--- src/hw/rtl/exhaustive_tour_search_core_assert.svh ---
// ----------------------------------------------------------------------------
// Assertion macros for the exhaustive tour search core
// Each macro expands to one labelled concurrent assertion. It is clocked on
// clock and disabled while reset is high.
// ----------------------------------------------------------------------------
`ifndef EXHAUSTIVE_TOUR_SEARCH_CORE_ASSERT_SVH
`define EXHAUSTIVE_TOUR_SEARCH_CORE_ASSERT_SVH

// The property must hold in the same cycle as the condition.
`define ETS_ASSERT_IMP(lbl, cond, prop) \
   lbl: assert property (@(posedge clock) disable iff (reset) (cond) |-> (prop)) \
      else $error("exhaustive_tour_search_core: same-cycle check failed");

// The property must hold in the cycle after the condition.
`define ETS_ASSERT_NXT(lbl, cond, prop) \
   lbl: assert property (@(posedge clock) disable iff (reset) (cond) |=> (prop)) \
      else $error("exhaustive_tour_search_core: next-cycle check failed");

`endif

--- src/hw/rtl/ets_pkg.sv ---
`timescale 1ns / 1ps
// ----------------------------------------------------------------------------
// ets_pkg
// Shared constants and types of the exhaustive tour search core.
// ----------------------------------------------------------------------------
package ets_pkg;

   localparam int MAX_CITIES    = 16;
   localparam int CITY_BITS     = 4;
   localparam int COUNT_BITS    = CITY_BITS + 1;
   localparam int DIST_BITS     = 16;
   localparam int EDGE_BITS     = 16;
   localparam int COST_BITS     = 21;
   localparam int OUT_COST_BITS = 20;
   localparam int MEM_DEPTH     = MAX_CITIES * MAX_CITIES;
   localparam int MEM_ADDR_BITS = 2 * CITY_BITS;

   localparam logic [COUNT_BITS-1:0] CITY_COUNT_RESET = COUNT_BITS'(4);

   // Request kinds.
   localparam logic REQ_LOAD  = 1'b0;
   localparam logic REQ_SOLVE = 1'b1;

   // Distance memory read address selection.
   localparam logic ADDR_STEP   = 1'b0;
   localparam logic ADDR_RETURN = 1'b1;

   typedef struct packed {
      logic load;
      logic start;
      logic next_cand;
      logic backtrack;
      logic descend;
      logic commit;
      logic addr_sel;
      logic slot_next;
   } ets_cmd_type;

   typedef struct packed {
      logic cand_ge_n;
      logic cand_visited;
      logic level_is_one;
      logic level_last;
      logic prune;
      logic better;
      logic n_is_one;
      logic slot_last;
   } ets_status_type;

endpackage

--- src/hw/rtl/ets_ctrl.sv ---
`timescale 1ns / 1ps
// ----------------------------------------------------------------------------
// ets_ctrl
// Sequencer of the tour search: request intake, depth-first walk, output.
// ----------------------------------------------------------------------------
module ets_ctrl (
   input  logic                   clock,
   input  logic                   reset,
   input  logic                   req_valid,
   input  logic                   req_type,
   input  logic                   rsp_stall,
   input  ets_pkg::ets_status_type status,
   output ets_pkg::ets_cmd_type   cmd,
   output logic                   req_stall,
   output logic                   rsp_valid
);

   localparam logic [2:0] ST_IDLE = 3'd0;
   localparam logic [2:0] ST_TRY  = 3'd1;
   localparam logic [2:0] ST_EVAL = 3'd2;
   localparam logic [2:0] ST_RET  = 3'd3;
   localparam logic [2:0] ST_EMIT = 3'd4;

   logic [2:0] state_ff;
   logic [2:0] state_in;

   always_comb begin
      state_in = state_ff;
      cmd      = '0;
      unique case (state_ff)
         ST_IDLE: begin
            if (req_valid) begin
               if (req_type == ets_pkg::REQ_SOLVE) begin
                  cmd.start = 1'b1;
                  state_in  = status.n_is_one ? ST_EMIT : ST_TRY;
               end else begin
                  cmd.load = 1'b1;
               end
            end
         end
         ST_TRY: begin
            cmd.addr_sel = ets_pkg::ADDR_STEP;
            if (status.cand_ge_n) begin
               if (status.level_is_one) begin
                  state_in = ST_EMIT;
               end else begin
                  cmd.backtrack = 1'b1;
               end
            end else if (status.cand_visited) begin
               cmd.next_cand = 1'b1;
            end else begin
               state_in = ST_EVAL;
            end
         end
         ST_EVAL: begin
            if (status.prune) begin
               cmd.next_cand = 1'b1;
               state_in      = ST_TRY;
            end else if (status.level_last) begin
               cmd.addr_sel = ets_pkg::ADDR_RETURN;
               state_in     = ST_RET;
            end else begin
               cmd.descend = 1'b1;
               state_in    = ST_TRY;
            end
         end
         ST_RET: begin
            cmd.commit    = status.better;
            cmd.next_cand = 1'b1;
            state_in      = ST_TRY;
         end
         ST_EMIT: begin
            if (!rsp_stall) begin
               if (status.slot_last) begin
                  state_in = ST_IDLE;
               end else begin
                  cmd.slot_next = 1'b1;
               end
            end
         end
         default: begin
            state_in = ST_IDLE;
         end
      endcase
   end

   always_ff @(posedge clock) begin
      if (reset) begin
         state_ff <= ST_IDLE;
      end else begin
         state_ff <= state_in;
      end
   end

   assign req_stall = (state_ff != ST_IDLE);
   assign rsp_valid = (state_ff == ST_EMIT);

endmodule

--- config.mk ---
export PLATFORM = sky130hd
export DESIGN_NAME = ets_ctrl
export DESIGN_NICKNAME = d
export VERILOG_FILES = /design/src/hw/rtl/exhaustive_tour_search_core_assert.svh /design/src/hw/rtl/ets_pkg.sv /design/src/hw/rtl/ets_ctrl.sv
export SDC_FILE = /design/constraint.sdc
export NUM_CORES = 1
export LEC_CHECK = 0
export ABC_AREA = 1
export BUFFER_PORTS_ARGS = -buffer_cell sky130_fd_sc_hd__buf_4
export CAP_MARGIN = 20
export CORE_AREA = 2 2 39 41
export DETAILED_ROUTE_END_ITERATION = 8
export DIE_AREA = 0 0 41 43
export HOLD_SLACK_MARGIN = 0.12
export PLACE_DENSITY = 0.64
export SYNTH_ARGS = -nofsm -noshare
export SYNTH_HDL_FRONTEND = slang
export SYNTH_SLANG_ARGS = --single-unit
--- constraint.sdc ---
create_clock -name clock -period 1.15 [get_ports clock]
set_input_delay 0 -clock clock [delete_from_list [all_inputs] [get_ports clock]]
set_output_delay 0 -clock clock [all_outputs]
set_load 0.02 [all_outputs]
---- Yosys cells after proc, flatten, opt, wreduce, memory -nomap -nowiden ----
Index checks and enable logic that the tools add are counted.
storage, ports and cells
  register bits ........................... 3
  word-level logic and storage cells ...... 46
operators by class
  equality and inequality tests ........... 10
  multiplexer cells ....................... 32
  reduce and logical (&&, ||, !) cells .... 3
operator list
  kind                                                                   count
  3-bit two-way mux                                                      9
  1-bit two-way mux                                                      18
  3-bit case mux with 5 select lines                                     1
  2-bit != test, second input constant                                   4
  3-bit by 2-bit equality test with 1-bit output, second input constant  2
  2-bit two-way mux                                                      3
  3-bit != test, second input constant                                   2
  6-bit AND reduction                                                    1
  3-bit by 1-bit equality test with 1-bit output, second input constant  1
  3-bit equality test, second input constant                             1
  3-bit logical NOT                                                      1
  1-bit case mux with 3 select lines                                     1
  3-bit nonzero test                                                     1

---- Longest topological paths before layout ----
Gate-level depths: netlist (run 1).
  word-level depth ........................ 4
  mapped depth ............................ 8
  gate-level depth less buffers ........... 7

---- Worst setup path after synthesis (run 1) ----
Ideal clock, no wire load.
  path type ............................... reg-to-reg
  start ................................... reg state_ff[0]
  end ..................................... reg state_ff[1]
  library setup time ...................... 0.065 ns
  arrival ................................. 1.096 ns
  required time ........................... 1.085 ns
  setup slack ............................. -0.011 ns
  stages on the path, launching flop included .. 7
  clock period less this slack ............ 1.161 ns
  cell sequence ........................... dfxtp_1 buf_6 nor2_1 nand2_1 nor2_1 o21ai_1 nor2_1
on the way
  cells in the longest elaborated chain, start to end .. 3
  elaborated cells between the ends (all ways) .. 13
ends and longest elaborated chain
  what                                                                    line            source
  start, declared                                                         ets_ctrl.sv:24  logic [2:0] state_ff;
  start signal, assigned                                                  ets_ctrl.sv:91  state_ff <= state_in;
  3-bit by 1-bit equality test with 1-bit output (tied with other cells)  ets_ctrl.sv:30  unique case (state_ff)
  3-bit != test (no line) / 2-bit != test (equally long branches)         --
  6-bit AND reduction (no line)                                           --
Parallel ways exist; a longest one is shown, timed or not.
A chain may end at the register's enable or synchronous reset.

==> out/results.md, run 1 <==
• complete, no violations — run status
• dfxtp_1 — Main synth FF type
• 86.94% — worst slew slack as a fraction of its limit
• 3 — number of clock sinks
• 0 — Setup Viol. Count Final
• 2 — Max clock buf depth
• 0 — total number of yosys warnings
• flop — type of origin of the critical path
• 23.69% — Initial Util
• 3 — TritonCTS buffer count
• 1407 um — global-route wire length before repair
• 712.7 um — HPWL Detailed
• 0.002585 ns — worst setup slack after layout
• buf_6 > nor4_4 > buf_4 — worst-path cell chain
• 97 — number of cells after detailed placement
• 457 — Vias
• dfxtp_1, nor2_1, nand2_1, inv_1, nand3_1 — synth top area cells
• 0.001763 sq mm — die area
• 43 um — overall die height
• primary output — CP Capture Type
• dfxtp_4 — Slowest cell on crit path
• 18.32% — share of Yosys cell area claimed by the top area cell type
• 4.352 — ratio of routed vias to standard cells
• 1.15 ns — Required @ worst endpoint
• 5 — largest fanout of any net on the critical path
• 22 — total of buffers placed on input and output ports
• 15.4% — clock group share of total power
• 3 — FF+latch count, synth
• 0.02292 ns — dpl ws
• yes — RSZ-0062 raised after global routing
• state_ff x3 — Top Registers
• 105 — non-filler cells in the finished layout
• 3 — flip-flop count of the largest register, all copies and words added
• 4 — number of iterations in the first detailed-routing pass
• 14 — number of core rows
• 11.92% — global-route usage over all layers
• 327.8 sq um — post-synth design cell area
• 0.1953 ns — pin slew with the least headroom to its limit
• 574.8 uW — Net Switching
• 72 — syn_nets
• 0% — Synth async-reset ratio
• 0.23 ns — Skew-Pair Late Insertion Delay
• 9.248 um — wire length per cell after detailed routing
• 48.46% — share of the core filled with cells
• 0.04 ns — clk slew on worst S/H paths
• 55.06% — share of post-route cells with drive strength above 1
• 0 — Overflow after GRT
• 7 — Worst Reg2Reg Path Length in Cells
• 383 — via count of the first global-routing pass
• 8 — maximum number of pins on one net before global-route repair
• 59 — Mapped Cells
• 0 — final count of hold timing violations
• 0 — ANT cells
• 511.7 sq um — total placed instance area
• 0.0008030 ns — Final Skew
• nor2_1, nand2_1, inv_1 — list of most frequent post-synthesis cells
• 41 um — width of the die
• 0 — number of pins exceeding their max-slew limit in the final report
• 971 um — Detailed Route WL
• 0.7992 — routability congestion estimate from global placement
• 1803 mW/mm^2 — power per cell area
• 147 — Filler Cell Count
• nor2_1 — count leader, synth
• 0 — max-cap check violation count
• 1.15 ns — Crit path arrival time
• 4 — Hold Crit Depth
• 0.36 ns — maximum single-stage delay on the critical path
• dfxtp_1 — post-synth top area cell
• flop to primary output — critical path start-end classification
• 634.7 uW — cell-internal power
• 0.001384 sq mm — core footprint
• 47.52% — sw frac
• 18.0% — part of the power in registers
• 1.210 mW — Total Power
• input pin to flop — Hold Crit Class
• 5 — Iter 0 DRT Violations
• 103 — final net count
• 99.78% — final critical-path share of the clock period
• 0 — Final ANT Viol Nets
• 66.6% — logic gate share of total power
• 1 — # H-tree levels
• 1.147 ns — post-layout min period
• 5.556 sq um — syn_area_per_cell
• 0 — number of synthesized flops with an enable pin
• done — CTS tree
• 871.5 MHz — highest clock frequency the design can meet
• 0.7489 mV — peak ir drop on the vdd network
• 670.6 sq um — design area
• 0 — antenna violations before repair
• 18.32% — sequential cell area fraction in the yosys report
• 0 — remaining design rule violation count
• 104.6% — Layout area overhead
• 15 — count of distinct cell types in the synthesized netlist
• state_ff — largest reg by FF count
• clkbuf_4 — Clock Tree Root
• 0.3472 nW — leakage power
• 23 — ports placed on the boundary
[final cells by class]
class                      count  area, sq um  area share (%)
tap                           16        20.02           2.985
inverter                      12        45.04           6.716
sequential                     3        71.32           10.63
timing repair buffer          27        216.5           32.28
clock buffer                   4        26.28           3.918
multi-input combinational     43        291.5           43.47
[per-layer routing]
| layer | global-route usage (%) | vias up | part of all wire, % | routed length (um) |
|---|---|---|---|---|
| met5 | 0 | - | 0 | 0 |
| met3 | 1.571 | 4 | 4.7 | 46 |
| li1 | - | 239 | - | - |
| met1 | 11.50 | 202 | 37 | 363 |
| met2 | 20.31 | 12 | 55 | 537 |
| met4 | 10.00 | 0 | 2.4 | 23 |
[cell usage in the layout (no fill, tap or decap)]
master / count
nor4_4: 1
a21oi_4: 1
buf_6: 3
nor3_2: 1
inv_1: 12
nand2_2: 2
nand3_2: 3
nor2_2: 1
dlygate4sd3_1: 1
clkbuf_1: 1
o21a_1: 1
nand3_1: 4
dfxtp_4: 3
buf_4: 23
nor2_4: 5
nand2_4: 1
nand2_1: 11
o21ai_2: 1
o22ai_2: 1
clkbuf_4: 3
nor2_1: 10
[cells by family (layout without fill, tap and decap cells)]
kind of cell / after synthesis / in the layout / synth area share (%)
simple gates: 39 / 39 / 53.82
compound gates: 4 / 4 / 10.69
flops: 3 / 3 / 18.32
buf+inv: 13 / 43 / 17.17
[power by group through the flow]
stage | clock, mW | sequential (mW) | combinational [mW]
after global placement | 0 | 0.182 | 0.639
after global routing | 0.197 | 0.225 | 0.881
after CTS | 0.197 | 0.207 | 0.724
after floorplan | 0 | 0.161 | 0.481
after detailed placement | 0 | 0.182 | 0.643
final | 0.186 | 0.218 | 0.806
[worst max-delay path, delay by kind of cell, from the launching register on]
family / cells / cell delay, ns
simple gates: 1 / 0.25
flops: 1 / 0.36
buf+inv: 2 / 0.30
[per-stage QoR]
stage                     TNS (ns)  hold WS [ns]
final                            0        0.1271
after global routing       -0.1900        0.1434
after CTS                        0        0.1209
after detailed placement         0        0.1829
after global placement           0        0.1823
after floorplan                  0       0.07238
[what timing repair did]
| item | CTS | global route |
|---|---|---|
| endpoints found under the setup margin | 7 | 10 |
| setup buffers | 2 | 1 |
| resized for setup | 14 | 12 |
| pin swaps | 4 | 7 |
| hold buffers | 1 | 0 |
| hold endpoints to repair | 3 | 0 |
| gates cloned | 0 | 0 |
[path summary, 6_finish.rpt]
check / from / endpoint / slack, ns
worst min register to register: state_ff[2] / state_ff[2] / 0.57
worst max-delay path: state_ff[0] / cmd[3] / 0.003
worst min-delay path: status[7] / state_ff[1] / 0.13
worst max register to register: state_ff[1] / state_ff[2] / 0.04
No activity file was read; power rests on OpenSTA's default activity.
==> inputs of run 2 (changes only) <==
--- a/config.mk
+++ b/config.mk
@@ -12,6 +12,7 @@
 export DETAILED_ROUTE_END_ITERATION = 8
 export DIE_AREA = 0 0 41 43
 export HOLD_SLACK_MARGIN = 0.12
+export MAX_ROUTING_LAYER = met4
 export PLACE_DENSITY = 0.64
 export SYNTH_ARGS = -nofsm -noshare
 export SYNTH_HDL_FRONTEND = slang
==> out/results.md, run 2 (same netlist as run 1, synthesis figures left out) <==
• 12.11% — global-route usage over all layers, was 11.92%
• 99.98% — final critical-path share of the clock period, was 99.78%
• 47.46% — sw frac, was 47.52%
• 0 — number of pins exceeding their max-slew limit in the final report, unchanged
• 0 — Overflow after GRT, unchanged
• 0.0008036 ns — Final Skew, was 0.0008030 ns
• 573.3 uW — Net Switching, was 574.8 uW
• 1801 mW/mm^2 — power per cell area, was 1803 mW/mm^2
• 8 — maximum number of pins on one net before global-route repair, unchanged
• 0 — ANT cells, unchanged
• 5 — largest fanout of any net on the critical path, unchanged
• 3 — number of clock sinks, unchanged
• 0.001384 sq mm — core footprint, unchanged
• 712.7 um — HPWL Detailed, unchanged
• buf_4, inv_1, nand2_1 — most frequent cells in the layout, unchanged
• state_ff[1] — startpoint of the worst-slack reg-to-reg timing path, unchanged
• 5 — Iter 0 DRT Violations, unchanged
• 14 — number of core rows, unchanged
• 22 — total of buffers placed on input and output ports, unchanged
• 23.69% — Initial Util, unchanged
• state_ff x3 — Top Registers, unchanged
• 869.8 MHz — highest clock frequency the design can meet, was 871.5 MHz
• state_ff — largest reg by FF count, unchanged
• 55.06% — share of post-route cells with drive strength above 1, unchanged
• 66.5% — logic gate share of total power, was 66.6%
• 1.15 ns — Crit path arrival time, about the same
• 0 — remaining design rule violation count, unchanged
• 0.04 ns — clk slew on worst S/H paths, about the same
• 2 — Max clock buf depth, unchanged
• 104.6% — Layout area overhead, unchanged
• 105 — non-filler cells in the finished layout, unchanged
• 0 — Final ANT Viol Nets, unchanged
• 0.0002699 ns — worst setup slack after layout, was 0.002585 ns
• 4.362 — ratio of routed vias to standard cells, was 4.352
• flop — type of origin of the critical path, unchanged
• 3 — number of iterations in the first detailed-routing pass, was 4
• buf_4 — commonest non-fill, non-tap cell in the layout, unchanged
• 9.133 um — wire length per cell after detailed routing, was 9.248 um
• 3 — TritonCTS buffer count, unchanged
• 0 — max-cap check violation count, unchanged
• 43 um — overall die height, unchanged
• 41 um — width of the die, unchanged
• 23 — ports placed on the boundary, unchanged
• cmd[3] — critical path capture point, unchanged
• clkbuf_4 — Clock Tree Root, unchanged
• 0.7496 mV — peak ir drop on the vdd network, was 0.7489 mV
• 7 — Worst Reg2Reg Path Length in Cells, unchanged
• complete, no violations — run status, unchanged
• flop to primary output — critical path start-end classification, unchanged
• 1.208 mW — Total Power, was 1.210 mW
• 103 — final net count, unchanged
• 0 ns — aggregate negative setup slack, unchanged
• state_ff[2] — RR Endpoint, unchanged
• 0.02292 ns — dpl ws, unchanged
• input pin to flop — Hold Crit Class, unchanged
• 1.150 ns — post-layout min period, was 1.147 ns
• yes — RSZ-0062 raised after global routing, unchanged
• 634.8 uW — cell-internal power, was 634.7 uW
• 97 — number of cells after detailed placement, unchanged
• 0.8106 — routability congestion estimate from global placement, was 0.7992
• 1.15 ns — Required @ worst endpoint, about the same
• 0 — final count of hold timing violations, unchanged
• 1 — # H-tree levels, unchanged
• 15.4% — clock group share of total power, about the same
• 385 — via count of the first global-routing pass, was 383
• 0.23 ns — Skew-Pair Late Insertion Delay, about the same
• 959 um — Detailed Route WL, was 971 um
• 18.0% — part of the power in registers, about the same
• 1393 um — global-route wire length before repair, was 1407 um
• 87.88% — worst slew slack as a fraction of its limit, was 86.94%
• 0 — Setup Viol. Count Final, unchanged
• 0.1805 ns — pin slew with the least headroom to its limit, was 0.1953 ns
• 3 — flip-flop count of the largest register, all copies and words added, unchanged
• state_ff[0] — startpoint of the worst setup timing path, unchanged
• primary output — CP Capture Type, unchanged
• 458 — Vias, was 457
• done — CTS tree, unchanged
• 0.04 ns — Reg2Reg Setup Slack, about the same
• 0.001763 sq mm — die area, unchanged
• 0 — antenna violations before repair, unchanged
• 0.3472 nW — leakage power, unchanged
==> run 2: cell counts in the layout (fill, tap and decap cells not counted) <==
No cell type changed its count.
==> run 2: through the flow <==
stage / instance area (sq um) / hold slack (ns) / utilization [%]
2_1_floorplan: 330.3 / 0.07238 / -
3_3_place_gp: 511.7 / 0.1823 / 36.98
3_5_place_dp: 511.7 / 0.1829 / 36.98
4_1_cts: 610.6 / 0.1209 / 44.12
5_1_grt: 670.6 / 0.1434 / 48.46
6_report: 670.6 / 0.1270 / 48.46
==> run 2: worst max-delay path: stages (launching register included) <==
cell     delay [ns]
dfxtp_4        0.36
buf_6          0.13
nor4_4         0.25
buf_4          0.17
==> run 2: metal layers <==
metal / wire (um) / vias up / share of wire (%) / GRT usage, %
li1: - / 239 / - / -
met5: 0 / - / 0 / -
met4: 23 / 0 / 2.4 / 10.00
met1: 344 / 203 / 36 / 11.18
met2: 544 / 12 / 57 / 20.31
met3: 46 / 4 / 4.8 / 1.571
==> run 2: how the worst min path moves through the flow <==
stage | from | end | depth (start not counted)
CTS | status[1] | state_ff[0] | 5
finish | status[7] | state_ff[1] | 4
detailed placement | reset | state_ff[1] | 2
global placement | reset | state_ff[1] | 2
global route | status[1] | state_ff[0] | 5
floorplan | reset | state_ff[1] | 1
==> run 2: layout make-up <==
| type | count | area (sq um) |
|---|---|---|
| fill | 147 | 713.2 |
| multi-input combinational | 43 | 291.5 |
| timing repair buffer | 27 | 216.5 |
| sequential | 3 | 71.32 |
| inverter | 12 | 45.04 |
| clock buffer | 4 | 26.28 |
| tap | 16 | 20.02 |
==> run 2: power by group through the flow <==
stage / Clock [mW] / Sequential (mW) / Combinational (mW)
floorplan: 0 / 0.161 / 0.481
global placement: 0 / 0.182 / 0.639
detailed placement: 0 / 0.182 / 0.643
CTS: 0.197 / 0.207 / 0.724
global route: 0.197 / 0.225 / 0.881
finish: 0.186 / 0.218 / 0.804
==> run 2: what timing repair did <==
action	4_1_cts	5_1_grt
hold endpoints to repair	3	0
setup buffers	2	1
resized for setup	14	12
pin swaps	4	7
setup endpoints to repair	7	10
cloned	0	0
hold buffers	1	0
